--- config.mk ---
export PLATFORM = sky130hd
export DESIGN_NAME = sstk_csr
export DESIGN_NICKNAME = d
export VERILOG_FILES = /design/src/sstk_pkg.sv /design/src/sstk_csr.sv
export SDC_FILE = /design/constraint.sdc
export NUM_CORES = 1
export LEC_CHECK = 0
export ABC_CLOCK_PERIOD_IN_PS = 2400
export BUFFER_PORTS_ARGS = -buffer_cell sky130_fd_sc_hd__clkbuf_2
export CORE_MARGIN = 2
export CORE_UTILIZATION = 34
export CTS_BUF_LIST = sky130_fd_sc_hd__clkbuf_8
export DETAILED_ROUTE_END_ITERATION = 12
export GPL_TIMING_DRIVEN = 0
export PLACE_DENSITY_LB_ADDON = 0.1
export SLEW_MARGIN = 5
export SYNTH_ARGS = -nofsm -noshare
export SYNTH_HDL_FRONTEND = slang
export SYNTH_SLANG_ARGS = --single-unit
--- constraint.sdc ---
create_clock -name clock -period 2.4 [get_ports clock]
set_input_delay 0.72 -clock clock [delete_from_list [all_inputs] [get_ports clock]]
set_output_delay 0.72 -clock clock [all_outputs]
set_load 0.05 [all_outputs]
--- src/sstk_pkg.sv ---
// ----------------------------------------------------------------------------
// Space-saving top-k counter: shared definitions
// Widths, codes, defaults and the controller state type used across the block.
// ----------------------------------------------------------------------------
`default_nettype none

package sstk_pkg;

   // Default table geometry
   localparam int MAX_ENTRIES_DEFAULT = 64;
   localparam int KEY_BITS_DEFAULT    = 32;

   // Fixed field widths
   localparam int DATA_BITS = 32;
   localparam int CAP_BITS  = 7;

   // Count saturation value
   localparam logic [DATA_BITS-1:0] COUNT_MAX = '1;

   // Item action code
   localparam logic ACT_QUERY = 1'b1;

   // Register map
   localparam int                      CSR_ADDR_BITS     = 2;
   localparam logic [CSR_ADDR_BITS-1:0] CSR_ADDR_CAPACITY = 2'd0;
   localparam logic [CAP_BITS-1:0]      CAPACITY_RESET    = 7'd64;

   // Controller sequence
   typedef enum logic [1:0] {
      ST_IDLE,
      ST_SCAN,
      ST_DECIDE
   } state_type;

endpackage

`default_nettype wire

--- src/sstk_csr.sv ---
// ----------------------------------------------------------------------------
// Space-saving top-k counter: register block
// APB-style slave holding the capacity register.
// ----------------------------------------------------------------------------
`default_nettype none

module sstk_csr (
   input  wire logic                              clock,
   input  wire logic                              reset,
   input  wire logic                              psel,
   input  wire logic                              penable,
   input  wire logic                              pwrite,
   input  wire logic [sstk_pkg::CSR_ADDR_BITS-1:0] paddr,
   input  wire logic [sstk_pkg::DATA_BITS-1:0]     pwdata,
   output logic      [sstk_pkg::DATA_BITS-1:0]     prdata,
   output logic                                   pready,
   output logic      [sstk_pkg::CAP_BITS-1:0]      capacity
);
   import sstk_pkg::*;

   logic [CAP_BITS-1:0] cap_ff, cap_in;
   logic                wr_xfer;

   // No wait states
   assign pready  = 1'b1;
   assign wr_xfer = psel && penable && pwrite && pready;

   // Capacity register update
   always_comb begin
      cap_in = cap_ff;
      if (wr_xfer && paddr == CSR_ADDR_CAPACITY) begin
         cap_in = pwdata[CAP_BITS-1:0];
      end
   end

   always_ff @(posedge clock) begin
      if (reset) begin
         cap_ff <= CAPACITY_RESET;
      end else begin
         cap_ff <= cap_in;
      end
   end

   // Read mux
   always_comb begin
      prdata = '0;
      if (paddr == CSR_ADDR_CAPACITY) begin
         prdata = DATA_BITS'(cap_ff);
      end
   end

   assign capacity = cap_ff;

endmodule

`default_nettype wire

==> impl_metrics.json <==
{
  "result_of_the_run": "completed",
  "cts_buffer_depth": 2,
  "hold_path_class": "flip-flop to flip-flop",
  "flip_flop_count_of_the_largest_register_all_copies_and_words_added": 7,
  "global_route_overflow": 0,
  "drt_pre_antenna_iters": 3,
  "clock_power_share_pct": 36.8,
  "yosysTopAreaCellShare_pct": 33.1,
  "route.vias.total": 485,
  "port_buffers": 27,
  "tns_ps": 0,
  "postCtsHoldBufs": 0,
  "grt_antenna_before_repair": 0,
  "post_cts_resized": 0,
  "cts_setup_buffers": 0,
  "timing.critical_path.required_ps": 1680,
  "yosys.cell_types.count": 11,
  "sw_frac_of_total_pct": 37.7,
  "floorplan.initialDensity_pct": 35.3,
  "report.final.hold_viol_count": 0,
  "timing.final.max_slew_violations": 0,
  "synth_enable_flop_cells": 0,
  "p_comb_share_pct": 36.4,
  "place_congestion": 0.557,
  "cp-end-kind": "output port",
  "route.detailed.drc": 0,
  "synth_top_cells_by_area": "buf_4 (33%), dfxtp_1 (24%), nand2b_1 (13%)",
  "clkTransAtPathRegs_ps": 40,
  "post-route-min-period_ps": 2250,
  "ys_dominant_reg_cell": "dfxtp_1",
  "latest_clock_arrival_within_the_worst_skew_pair_ps": 220,
  "pin_count": 79,
  "finClkSkew_ps": 0,
  "cts_tree": "done",
  "synth_area_sq_um": 589,
  "drt-total-wl_mm": 1.00,
  "die_area_sq_mm": 0.00208,
  "core_area_sq_mm": 0.00167,
  "synth.ff_latch_count": 7,
  "antenna_left": 0,
  "path_class": "primary input to output port",
  "grt_max_degree": 11,
  "drive_above_1_share_pct": 54.9,
  "die_height_microns": 45.6,
  "timing.fmax_mhz": 445,
  "synth_seq_area_share_pct": 23.8,
  "initial_drc_count": 1,
  "critPathLaunchType": "primary input",
  "yosys.area.top_type": "buf_4",
  "max-cap-violations": 0,
  "arrival_ps": 1530,
  "vdd_drop_max_mv": 0.287,
  "cts_sinks": 7,
  "routed_wire_length_per_instance_microns": 7.22,
  "power.sequential.fraction_pct": 26.8,
  "synthesis.yosys.warnings": 0,
  "floorplan.die.width_microns": 45.6,
  "cellInternalPower_mw": 0.278,
  "grt_usage_pct": 9.28,
  "syn2layout_area_growth_pct": 49.7,
  "setup_repair_after_global_routing_missed_its_margin": "false",
  "final_core_utilization_pct": 52.8,
  "p_leak_nw": 0.505,
  "synth.avg_cell_area_sq_um": 8.80,
  "clock-root-buffer": "clkbuf_8",
  "finalSetupViolations": 0,
  "synth_async_sr_flop_share_pct": 0,
  "yosys-top-cells-count": "buf_4 (26), nand2b_1 (12), and2_2 (7), dfxtp_1 (7), mux2i_1 (7)",
  "avgViaCountPerCell": 3.49,
  "number_of_buffers_created_by_cts": 3,
  "net-switching-power_mw": 0.168,
  "grt_first_pass_wirelength_mm": 1.39,
  "nNetsFinal": 162,
  "timing.critical_path.fanout_max": 8,
  "synth_cells": 67,
  "diodes": 0,
  "synth.most_common_cell": "buf_4",
  "via_count_of_the_first_global_routing_pass": 355,
  "h-tree-depth": 1,
  "rows": 15,
  "final_min_period_over_clock_period_pct": 93.6,
  "power_density_mw_per_mm2": 505
}
[worst max-delay path, cell delays in order]
cell	delay (ps)
clkbuf_2	80
nor2_2	260
and2_2	190
clkbuf_2	260
[layout make-up]
cell class,instances,area [sq um]
multi-input combinational,56,320
clock inverter,1,5.00
buffer,28,219
timing repair buffer,27,135
clock buffer,3,41.3
fill,179,788
tap,17,21.3
sequential,7,140
[metal layers]
layer	up-vias	GRT usage, %	routed length, microns
li1	263	-	-
met1	198	10.3	379
met2	22	15.8	523
met3	2	2.38	96
met4	0	5.29	4
met5	-	0	0
[stage by stage]
stage	hold slack (ps)	instance area [sq um]	power (mW)	setup WS, ps	std cells
6_report	484	882	0.445	153	139
3_3_place_gp	470	836	0.282	113	135
3_5_place_dp	483	836	0.283	111	135
5_1_grt	516	882	0.465	57.9	139
2_1_floorplan	700	679	0.266	473	91
4_1_cts	489	882	0.448	110	139
[final timing paths]
check / start / end / slack (ps) / cells past startpoint
worst max register to register: capacity[6] / capacity[6] / 1810 / 2
worst min register to register: capacity[4] / capacity[4] / 480 / 2
worst min-delay path: capacity[4] / capacity[4] / 480 / 2
worst max-delay path: paddr[1] / prdata[6] / 150 / 4
[power groups by stage]
stage | Combinational (mW) | Sequential, mW | Clock (mW)
finish | 0.162 | 0.119 | 0.164
global route | 0.170 | 0.119 | 0.175
CTS | 0.162 | 0.119 | 0.167
detailed placement | 0.161 | 0.121 | 0
global placement | 0.161 | 0.121 | 0
floorplan | 0.140 | 0.126 | 0
[cells in the final DEF (no fill, tap or decap)]
master    count
and2_2        7
and4_4        1
buf_12        1
buf_4        26
clkbuf_1      1
clkbuf_2     27
clkbuf_8      3
clkinv_2      1
conb_1       26
dfxtp_1       7
mux2i_1       7
nand2b_1     12
nor2_1        2
nor2_2        1
[kinds of logic after synthesis]
kind of cell	share of synthesized area (%)
other cells	1.27
mux	11.9
flops	23.8
buf+inv	37.2
simple gates	25.9
(Power assumes the default switching activity.)
