File: config.mk
export PLATFORM = sky130hd
export DESIGN_NAME = sstk_ctrl_flat
export DESIGN_NICKNAME = d
export VERILOG_FILES = /design/src/sstk_pkg.sv /design/src/sstk_if.sv /design/src/sstk_ctrl.sv /design/src/flat_wrapper.sv
export SDC_FILE = /design/constraint.sdc
export NUM_CORES = 1
export LEC_CHECK = 0
export ABC_AREA = 1
export CAP_MARGIN = 5
export CORE_UTILIZATION = 60
export CTS_CLUSTER_SIZE = 20
export DETAILED_ROUTE_END_ITERATION = 10
export DONT_BUFFER_PORTS = 1
export PLACE_DENSITY = 0.76
export REMOVE_ABC_BUFFERS = 1
export SYNTH_ARGS = -nofsm -noshare
export SYNTH_HDL_FRONTEND = slang
export SYNTH_SLANG_ARGS = --single-unit
File: constraint.sdc
create_clock -name clock -period 23.5 [get_ports clock]
set_input_delay 3.525 -clock clock [delete_from_list [all_inputs] [get_ports clock]]
set_output_delay 3.525 -clock clock [all_outputs]
set_load 0.02 [all_outputs]
File: src/sstk_pkg.sv
// ----------------------------------------------------------------------------
// Space-saving top-k counter: shared definitions
// Widths, codes, defaults and the controller state type used across the block.
// ----------------------------------------------------------------------------
`default_nettype none

package sstk_pkg;

   // Default table geometry
   localparam int MAX_ENTRIES_DEFAULT = 64;
   localparam int KEY_BITS_DEFAULT    = 32;

   // Fixed field widths
   localparam int DATA_BITS = 32;
   localparam int CAP_BITS  = 7;

   // Count saturation value
   localparam logic [DATA_BITS-1:0] COUNT_MAX = '1;

   // Item action code
   localparam logic ACT_QUERY = 1'b1;

   // Register map
   localparam int                      CSR_ADDR_BITS     = 2;
   localparam logic [CSR_ADDR_BITS-1:0] CSR_ADDR_CAPACITY = 2'd0;
   localparam logic [CAP_BITS-1:0]      CAPACITY_RESET    = 7'd64;

   // Controller sequence
   typedef enum logic [1:0] {
      ST_IDLE,
      ST_SCAN,
      ST_DECIDE
   } state_type;

endpackage

`default_nettype wire

File: src/sstk_if.sv
// ----------------------------------------------------------------------------
// Space-saving top-k counter: channel interfaces
// Valid/ready channels for request items and response items.
// ----------------------------------------------------------------------------
`default_nettype none

interface sstk_req_if;
   import sstk_pkg::*;

   logic                 valid;
   logic                 ready;
   logic                 action;
   logic [DATA_BITS-1:0] key;

   modport source (output valid, action, key, input ready);
   modport sink   (input valid, action, key, output ready);
endinterface

interface sstk_rsp_if;
   import sstk_pkg::*;

   logic                 valid;
   logic                 ready;
   logic                 found;
   logic [DATA_BITS-1:0] count;
   logic [DATA_BITS-1:0] error_bound;
   logic                 evicted;
   logic [DATA_BITS-1:0] evicted_key;

   modport source (output valid, found, count, error_bound, evicted, evicted_key,
                   input ready);
   modport sink   (input valid, found, count, error_bound, evicted, evicted_key,
                   output ready);
endinterface

`default_nettype wire

File: src/sstk_ctrl.sv
// ----------------------------------------------------------------------------
// Space-saving top-k counter: scan and update controller
// Scans the filled part of the entry memory for a key hit and the oldest
// least-count entry, then writes back at most one entry and registers the response.
// ----------------------------------------------------------------------------
`default_nettype none

module sstk_ctrl #(
   parameter int MaxEntries = sstk_pkg::MAX_ENTRIES_DEFAULT,
   parameter int KeyBits    = sstk_pkg::KEY_BITS_DEFAULT
) (
   input  wire logic                                      clock,
   input  wire logic                                      reset,
   sstk_req_if.sink                                       req,
   sstk_rsp_if.source                                     rsp,
   input  wire logic [sstk_pkg::CAP_BITS-1:0]             capacity,
   output logic                                           mem_we,
   output logic      [$clog2(MaxEntries)-1:0]             mem_waddr,
   output logic      [KeyBits+3*sstk_pkg::DATA_BITS-1:0]  mem_wdata,
   output logic                                           mem_re,
   output logic      [$clog2(MaxEntries)-1:0]             mem_raddr,
   input  wire logic [KeyBits+3*sstk_pkg::DATA_BITS-1:0]  mem_rdata
);
   import sstk_pkg::*;

   localparam int IdxBits   = $clog2(MaxEntries);
   localparam int FillBits  = $clog2(MaxEntries + 1);
   localparam int CmpBits   = (FillBits > CAP_BITS) ? FillBits : CAP_BITS;
   localparam int EntryBits = KeyBits + 3 * DATA_BITS;

   state_type state_ff, state_in;

   // Item under work
   logic                 action_ff, action_in;
   logic [KeyBits-1:0]   key_ff, key_in;

   // Table bookkeeping
   logic [FillBits-1:0]  fill_ff, fill_in;
   logic [FillBits-1:0]  scan_cnt_ff, scan_cnt_in;
   logic                 pend_ff, pend_in;
   logic [IdxBits-1:0]   pend_idx_ff, pend_idx_in;
   logic [DATA_BITS-1:0] stamp_ff, stamp_in;

   // Hit tracker
   logic                 hit_vld_ff, hit_vld_in;
   logic [IdxBits-1:0]   hit_idx_ff, hit_idx_in;
   logic [DATA_BITS-1:0] hit_cnt_ff, hit_cnt_in;
   logic [DATA_BITS-1:0] hit_err_ff, hit_err_in;

   // Victim tracker: least count, then oldest stamp, then lowest index
   logic                 min_vld_ff, min_vld_in;
   logic [IdxBits-1:0]   min_idx_ff, min_idx_in;
   logic [DATA_BITS-1:0] min_cnt_ff, min_cnt_in;
   logic [DATA_BITS-1:0] min_ord_ff, min_ord_in;
   logic [KeyBits-1:0]   min_key_ff, min_key_in;

   // Response register
   logic                 rsp_vld_ff, rsp_vld_in;
   logic                 rsp_found_ff, rsp_found_in;
   logic [DATA_BITS-1:0] rsp_cnt_ff, rsp_cnt_in;
   logic [DATA_BITS-1:0] rsp_err_ff, rsp_err_in;
   logic                 rsp_ev_ff, rsp_ev_in;
   logic [DATA_BITS-1:0] rsp_evk_ff, rsp_evk_in;

   logic                 out_free;
   logic [KeyBits-1:0]   rd_key;
   logic [DATA_BITS-1:0] rd_cnt, rd_err, rd_ord;
   logic [CmpBits-1:0]   cap_ext, eff_cap;
   logic                 below_cap;
   logic [DATA_BITS-1:0] hit_next, min_next;

   // Entry layout: key, count, error, stamp
   assign rd_key = mem_rdata[EntryBits-1 -: KeyBits];
   assign rd_cnt = mem_rdata[3*DATA_BITS-1 -: DATA_BITS];
   assign rd_err = mem_rdata[2*DATA_BITS-1 -: DATA_BITS];
   assign rd_ord = mem_rdata[DATA_BITS-1:0];

   // Effective capacity: zero reads as one, clipped to the table depth
   assign cap_ext = CmpBits'(capacity);
   always_comb begin
      if (capacity == '0) begin
         eff_cap = CmpBits'(1);
      end else if (cap_ext > CmpBits'(MaxEntries)) begin
         eff_cap = CmpBits'(MaxEntries);
      end else begin
         eff_cap = cap_ext;
      end
   end
   assign below_cap = CmpBits'(fill_ff) < eff_cap;

   // Saturating increments
   assign hit_next = (hit_cnt_ff == COUNT_MAX) ? COUNT_MAX : hit_cnt_ff + 1'b1;
   assign min_next = (min_cnt_ff == COUNT_MAX) ? COUNT_MAX : min_cnt_ff + 1'b1;

   assign out_free = !rsp_vld_ff || rsp.ready;

   // Next state and datapath control
   always_comb begin
      state_in     = state_ff;
      action_in    = action_ff;
      key_in       = key_ff;
      fill_in      = fill_ff;
      scan_cnt_in  = scan_cnt_ff;
      pend_in      = 1'b0;
      pend_idx_in  = pend_idx_ff;
      stamp_in     = stamp_ff;
      hit_vld_in   = hit_vld_ff;
      hit_idx_in   = hit_idx_ff;
      hit_cnt_in   = hit_cnt_ff;
      hit_err_in   = hit_err_ff;
      min_vld_in   = min_vld_ff;
      min_idx_in   = min_idx_ff;
      min_cnt_in   = min_cnt_ff;
      min_ord_in   = min_ord_ff;
      min_key_in   = min_key_ff;
      rsp_vld_in   = rsp_vld_ff && !rsp.ready;
      rsp_found_in = rsp_found_ff;
      rsp_cnt_in   = rsp_cnt_ff;
      rsp_err_in   = rsp_err_ff;
      rsp_ev_in    = rsp_ev_ff;
      rsp_evk_in   = rsp_evk_ff;
      mem_we       = 1'b0;
      mem_waddr    = '0;
      mem_wdata    = '0;
      mem_re       = 1'b0;
      mem_raddr    = scan_cnt_ff[IdxBits-1:0];
      req.ready    = 1'b0;

      case (state_ff)
         ST_IDLE: begin
            req.ready = 1'b1;
            if (req.valid) begin
               action_in   = req.action;
               key_in      = KeyBits'(req.key);
               scan_cnt_in = '0;
               hit_vld_in  = 1'b0;
               min_vld_in  = 1'b0;
               state_in    = ST_SCAN;
            end
         end

         ST_SCAN: begin
            // Issue one read per cycle over the filled entries
            if (scan_cnt_ff != fill_ff) begin
               mem_re      = 1'b1;
               pend_in     = 1'b1;
               pend_idx_in = scan_cnt_ff[IdxBits-1:0];
               scan_cnt_in = scan_cnt_ff + 1'b1;
            end else if (!pend_ff) begin
               state_in = ST_DECIDE;
            end
            // Evaluate the entry that returned this cycle
            if (pend_ff) begin
               if (!hit_vld_ff && rd_key == key_ff) begin
                  hit_vld_in = 1'b1;
                  hit_idx_in = pend_idx_ff;
                  hit_cnt_in = rd_cnt;
                  hit_err_in = rd_err;
               end
               if (!min_vld_ff || rd_cnt < min_cnt_ff ||
                   (rd_cnt == min_cnt_ff && rd_ord < min_ord_ff)) begin
                  min_vld_in = 1'b1;
                  min_idx_in = pend_idx_ff;
                  min_cnt_in = rd_cnt;
                  min_ord_in = rd_ord;
                  min_key_in = rd_key;
               end
            end
         end

         ST_DECIDE: begin
            // Write back and load the response once the output slot is free
            if (out_free) begin
               rsp_vld_in   = 1'b1;
               rsp_found_in = 1'b0;
               rsp_cnt_in   = '0;
               rsp_err_in   = '0;
               rsp_ev_in    = 1'b0;
               rsp_evk_in   = '0;
               state_in     = ST_IDLE;
               if (action_ff == ACT_QUERY) begin
                  if (hit_vld_ff) begin
                     rsp_found_in = 1'b1;
                     rsp_cnt_in   = hit_cnt_ff;
                     rsp_err_in   = hit_err_ff;
                  end
               end else if (hit_vld_ff) begin
                  rsp_found_in = 1'b1;
                  rsp_cnt_in   = hit_next;
                  rsp_err_in   = hit_err_ff;
                  // A saturated count keeps its old stamp
                  if (hit_cnt_ff != COUNT_MAX) begin
                     mem_we    = 1'b1;
                     mem_waddr = hit_idx_ff;
                     mem_wdata = {key_ff, hit_next, hit_err_ff, stamp_ff};
                     stamp_in  = stamp_ff + 1'b1;
                  end
               end else if (below_cap) begin
                  mem_we     = 1'b1;
                  mem_waddr  = fill_ff[IdxBits-1:0];
                  mem_wdata  = {key_ff, DATA_BITS'(1), DATA_BITS'(0), stamp_ff};
                  fill_in    = fill_ff + 1'b1;
                  stamp_in   = stamp_ff + 1'b1;
                  rsp_cnt_in = DATA_BITS'(1);
               end else if (min_vld_ff) begin
                  mem_we     = 1'b1;
                  mem_waddr  = min_idx_ff;
                  mem_wdata  = {key_ff, min_next, min_cnt_ff, stamp_ff};
                  stamp_in   = stamp_ff + 1'b1;
                  rsp_cnt_in = min_next;
                  rsp_err_in = min_cnt_ff;
                  rsp_ev_in  = 1'b1;
                  rsp_evk_in = DATA_BITS'(min_key_ff);
               end
            end
         end

         default: begin
            state_in = ST_IDLE;
         end
      endcase
   end

   // Control registers
   always_ff @(posedge clock) begin
      if (reset) begin
         state_ff    <= ST_IDLE;
         fill_ff     <= '0;
         scan_cnt_ff <= '0;
         pend_ff     <= 1'b0;
         stamp_ff    <= '0;
         hit_vld_ff  <= 1'b0;
         min_vld_ff  <= 1'b0;
         rsp_vld_ff  <= 1'b0;
      end else begin
         state_ff    <= state_in;
         fill_ff     <= fill_in;
         scan_cnt_ff <= scan_cnt_in;
         pend_ff     <= pend_in;
         stamp_ff    <= stamp_in;
         hit_vld_ff  <= hit_vld_in;
         min_vld_ff  <= min_vld_in;
         rsp_vld_ff  <= rsp_vld_in;
      end
   end

   // Payload registers
   always_ff @(posedge clock) begin
      action_ff    <= action_in;
      key_ff       <= key_in;
      pend_idx_ff  <= pend_idx_in;
      hit_idx_ff   <= hit_idx_in;
      hit_cnt_ff   <= hit_cnt_in;
      hit_err_ff   <= hit_err_in;
      min_idx_ff   <= min_idx_in;
      min_cnt_ff   <= min_cnt_in;
      min_ord_ff   <= min_ord_in;
      min_key_ff   <= min_key_in;
      rsp_found_ff <= rsp_found_in;
      rsp_cnt_ff   <= rsp_cnt_in;
      rsp_err_ff   <= rsp_err_in;
      rsp_ev_ff    <= rsp_ev_in;
      rsp_evk_ff   <= rsp_evk_in;
   end

   // Response channel
   assign rsp.valid       = rsp_vld_ff;
   assign rsp.found       = rsp_found_ff;
   assign rsp.count       = rsp_cnt_ff;
   assign rsp.error_bound = rsp_err_ff;
   assign rsp.evicted     = rsp_ev_ff;
   assign rsp.evicted_key = rsp_evk_ff;

   // Checks
   a_fill_bound: assert property (@(posedge clock) disable iff (reset)
      fill_ff <= FillBits'(MaxEntries))
      else $error("fill level beyond table depth");

   a_scan_bound: assert property (@(posedge clock) disable iff (reset)
      scan_cnt_ff <= fill_ff)
      else $error("scan ran past the filled entries");

   a_write_slot: assert property (@(posedge clock) disable iff (reset)
      mem_we |-> (state_ff == ST_DECIDE && out_free))
      else $error("entry write outside the decide step");

   a_fill_step: assert property (@(posedge clock) disable iff (reset)
      fill_ff != $past(fill_ff) |-> fill_ff == $past(fill_ff) + 1'b1)
      else $error("fill level moved by more than one");

   a_stamp_write: assert property (@(posedge clock) disable iff (reset)
      stamp_ff != $past(stamp_ff) |-> $past(mem_we))
      else $error("stamp advanced without an entry write");

endmodule

`default_nettype wire

File: src/flat_wrapper.sv
// flat-port wrapper written by rule: the top's interface ports become plain ports
module sstk_ctrl_flat import sstk_pkg::*;
#(
   parameter int MaxEntries = sstk_pkg::MAX_ENTRIES_DEFAULT,
   parameter int KeyBits    = sstk_pkg::KEY_BITS_DEFAULT
)
  (clock, reset, capacity, mem_we, mem_waddr, mem_wdata, mem_re, mem_raddr, mem_rdata, req_valid, req_action, req_key, req_ready, rsp_valid, rsp_found, rsp_count, rsp_error_bound, rsp_evicted, rsp_evicted_key, rsp_ready);
  sstk_req_if req_i ();
  sstk_rsp_if rsp_i ();
  input  wire logic clock;
  input  wire logic reset;
  input  wire logic [sstk_pkg::CAP_BITS-1:0] capacity;
  output logic mem_we;
  output logic      [$clog2(MaxEntries)-1:0] mem_waddr;
  output logic      [KeyBits+3*sstk_pkg::DATA_BITS-1:0] mem_wdata;
  output logic mem_re;
  output logic      [$clog2(MaxEntries)-1:0] mem_raddr;
  input  wire logic [KeyBits+3*sstk_pkg::DATA_BITS-1:0] mem_rdata;
  input wire logic [$bits(req_i.valid)-1:0] req_valid;
  input wire logic [$bits(req_i.action)-1:0] req_action;
  input wire logic [$bits(req_i.key)-1:0] req_key;
  output wire logic [$bits(req_i.ready)-1:0] req_ready;
  output wire logic [$bits(rsp_i.valid)-1:0] rsp_valid;
  output wire logic [$bits(rsp_i.found)-1:0] rsp_found;
  output wire logic [$bits(rsp_i.count)-1:0] rsp_count;
  output wire logic [$bits(rsp_i.error_bound)-1:0] rsp_error_bound;
  output wire logic [$bits(rsp_i.evicted)-1:0] rsp_evicted;
  output wire logic [$bits(rsp_i.evicted_key)-1:0] rsp_evicted_key;
  input wire logic [$bits(rsp_i.ready)-1:0] rsp_ready;
  assign req_i.valid = req_valid;
  assign req_i.action = req_action;
  assign req_i.key = req_key;
  assign req_ready = req_i.ready;
  assign rsp_valid = rsp_i.valid;
  assign rsp_found = rsp_i.found;
  assign rsp_count = rsp_i.count;
  assign rsp_error_bound = rsp_i.error_bound;
  assign rsp_evicted = rsp_i.evicted;
  assign rsp_evicted_key = rsp_i.evicted_key;
  assign rsp_i.ready = rsp_ready;
  sstk_ctrl #(.MaxEntries(MaxEntries), .KeyBits(KeyBits)) u_core (.clock(clock), .reset(reset), .req(req_i), .rsp(rsp_i), .capacity(capacity), .mem_we(mem_we), .mem_waddr(mem_waddr), .mem_wdata(mem_wdata), .mem_re(mem_re), .mem_raddr(mem_raddr), .mem_rdata(mem_rdata));
endmodule
==> impl_metrics.toml <==
[status]
outcome = "completed"

[critical_path]
crit_top_cell = "nor2_1"
worstPathMaxFanout = 68
crit_slowest_cell = "inv_2"
cp_cell_sequence = "nor2_1 -> nor2_4 -> inv_2 -> nor2_1 -> inv_2 -> nor2_4 -> nand2_2 -> buf_4 -> nor2_1"
path_buf_inv = 3
end_kind = "output port"
max_stage_delay_ps = 620
cpLargestDelayFamily = "buffers and inverters"
critPathLaunchType = "input port"
required_ps = 19980
crit_type = "input port to output port"
critPathArrivalTime_ps = 6880

[power_and_ir_drop]
pwr-share-comb_pct = 4.6
intPower_uw = 1050
pwr-share-seq_pct = 52.8
vdd_ir_drop_max_mv = 0.0649
p_leak_uw = 0.00834
p_switching_uw = 317
p_per_area_nw_per_um2 = 64.2
clkPwrFrac_pct = 42.6
swShare_pct = 23.1

[clocking]
postCtsSetupBuffers = 0
clk_pin_slew_ps = 50
postCtsHoldBufs = 0
cts.sinks = 361
ctsLongestPathBuffers = 3
cts_buffers = 39
cts_root_buf = "clkbuf_16"
cts_resized = 0
clkLatencyLatePin_ps = 580
htreeDepth = 2
cts_tree = "done"

[yosys]
ys_warn_count = 0
synth_edf_count = 309
synth_ff_type = "edfxtp_1"
synth_area_leaders = "edfxtp_1 (47%), nand2_1 (11%), dfxtp_1 (5.2%), nor2_1 (5.2%), inv_1 (4.7%)"
yosys_register_bits = 361
ys_top_cells_by_count = "nand2_1 (594), edfxtp_1 (309), nor2_1 (273), inv_1 (249), a21oi_1 (158)"
synth_area_um2 = 19900
synth.most_common_cell = "nand2_1"
synth_top_area_share_pct = 46.7
syn_avg_cell_area_um2 = 8.57
synth_cells = 2318
async_reset_ff_share_pct = 0
seq_area_frac_synth_pct = 52.0
synthDistinctLibCells = 43
yosys.area.top_type = "edfxtp_1"

[sta]
fmax_mhz = 96.1
skew_ps = 23.4
finalSetupViolations = 0
rsz0062_at_grt = "no"
hold_viol = 0
slew_headroom_pct = 31.1
min_period_ps = 10400
post-route-period-util_pct = 44.3
slew_violations = 0
worst_slew_pin_slew_ps = 1030
setup_tns_ps = 0

[final_layout]
n_fill_cell = 2749
nNetsFinal = 2525
stdcell_area_um2 = 21300
drive_gt1_share_pct = 4.94
syn2layout_area_growth_pct = 7.40
antennaDiodeCount = 0
instances_no_fill = 2750

[die]
chipHeight_um = 184
die_area_um2 = 33800
start_util_pct = 61.1
core_area_um2 = 32500
die_w_um = 184
ios = 414
row_count = 66

[global_route]
grt_antenna_before_repair = 5
grt_max_degree = 83
grt.total_usage_pct = 35.2
grt_overflow = 0
grt_pass1_vias = 15500
grt_pass1_wl_um = 89400

[routing]
drt.antenna.violating_nets = 0
via_per_inst = 5.98
drc_errors = 0
dr.pass1.iters = 6
drtIter0Drc = 1551
vias = 16400
wl_per_cell_um = 21.8
wirelength_um = 59800

[placement]
place_inst = 2680
io_buffers = 0
place_area_um2 = 20100
gp_congestion = 0.988
hpwl_um = 44400

[hold_path]
hold_path_class = "register to register"

[flow_run]
maxCapViolCount = 0
[kinds of logic (layout without fill, tap and decap cells)]
group	after synthesis	after routing	synth area share (%)
and+or+nand+nor	1204	1204	26.4
DFF	361	361	52.0
buffers and inverters	356	346	7.14
AOI/OAI and AO/OA	245	245	6.40
xor gates and xnor gates	78	78	3.44
adders and majority gates	74	74	4.66
[per-stage QoR]
| stage | power (uW) | util (%) | worst slack (ps) | hold slack, ps |
|---|---|---|---|---|
| after floorplan | 778 | - | 8670 | 421 |
| after global placement | 796 | 61.9 | 13190 | 428 |
| after detailed placement | 798 | 61.9 | 13180 | 436 |
| after CTS | 1380 | 65.6 | 13160 | 449 |
| after global routing | 1400 | 65.6 | 12900 | 461 |
| final | 1370 | 65.6 | 13100 | 448 |
[sequential cells by signal, summed over array words and instances, names as in the netlist]
| register | count |
|---|---|
| u_core.key_ff | 32 |
| u_core.min_vld_ff | 1 |
| u_core.hit_vld_ff | 1 |
| u_core.scan_cnt_ff | 7 |
| u_core.state_ff | 2 |
| u_core.hit_idx_ff | 6 |
| u_core.min_ord_ff | 32 |
| u_core.rsp.error_bound | 32 |
| u_core.rsp.count | 32 |
| u_core.min_cnt_ff | 32 |
| u_core.action_ff | 1 |
| u_core.min_key_ff | 32 |
| u_core.rsp.evicted | 1 |
| u_core.rsp.evicted_key | 32 |
| u_core.rsp.found | 1 |
| u_core.pend_ff | 1 |
| u_core.fill_ff | 7 |
| u_core.min_idx_ff | 6 |
| u_core.stamp_ff | 32 |
| u_core.hit_cnt_ff | 32 |
| u_core.pend_idx_ff | 6 |
| u_core.rsp.valid | 1 |
| u_core.hit_err_ff | 32 |
[metal layers]
metal / vias to the layer above / global-route usage, % / part of all wire, %
met5: - / 0 / 0.085
met4: 8 / 18.1 / 5.4
met3: 191 / 8.85 / 9.0
met2: 873 / 59.4 / 48
met1: 7691 / 41.5 / 37
li1: 7670 / - / -
[power by group through the flow]
stage	logic [uW]	clock network [uW]	registers [uW]
3_3_place_gp	60.7	0	735
6_report	63.3	583	722
2_1_floorplan	44.2	0	734
5_1_grt	70.6	611	723
4_1_cts	62.8	591	722
3_5_place_dp	62.4	0	736
[final timing paths]
kind | startpoint | endpoint | slack, ps | depth (start not counted)
min | u_core.pend_idx_ff[0]$_DFFE_PP_ | u_core.min_idx_ff[0]$_DFFE_PP_ | 450 | 0
max reg2reg | u_core.hit_cnt_ff[0]$_DFFE_PP_ | u_core.stamp_ff[1]$_SDFFE_PP0P_ | 19320 | 13
max | rsp_ready | mem_wdata[123] | 13100 | 9
min reg2reg | u_core.pend_idx_ff[0]$_DFFE_PP_ | u_core.min_idx_ff[0]$_DFFE_PP_ | 450 | 0
[cell type report]
cell class	instances	area, um^2	area share, %
multi-input cells	1601	8160	38.2
clock inverters	23	170	0.798
well taps	442	553	2.59
flip-flops and latches	361	10300	48.4
repair buffers	15	113	0.528
clock buffers	47	1040	4.86
inverters	261	980	4.59
[cells in the final DEF (no fill, tap or decap), types with 12 or more instances in the layout]
cell type | synthesis | final
edfxtp_1 | 309 | 309
inv_2 | 12 | 12
inv_1 | 249 | 249
o21ai_0 | 66 | 66
nand2_1 | 594 | 593
nor3_1 | 39 | 39
nand3b_1 | 25 | 25
clkbuf_16 | 0 | 39
a21oi_1 | 158 | 157
xor2_1 | 62 | 62
nor2_1 | 273 | 270
dfxtp_1 | 52 | 50
xnor2_1 | 16 | 16
nand4_1 | 85 | 85
buf_4 | 15 | 15
nand3_1 | 143 | 143
ha_1 | 74 | 74
(Power assumes the default switching activity.)
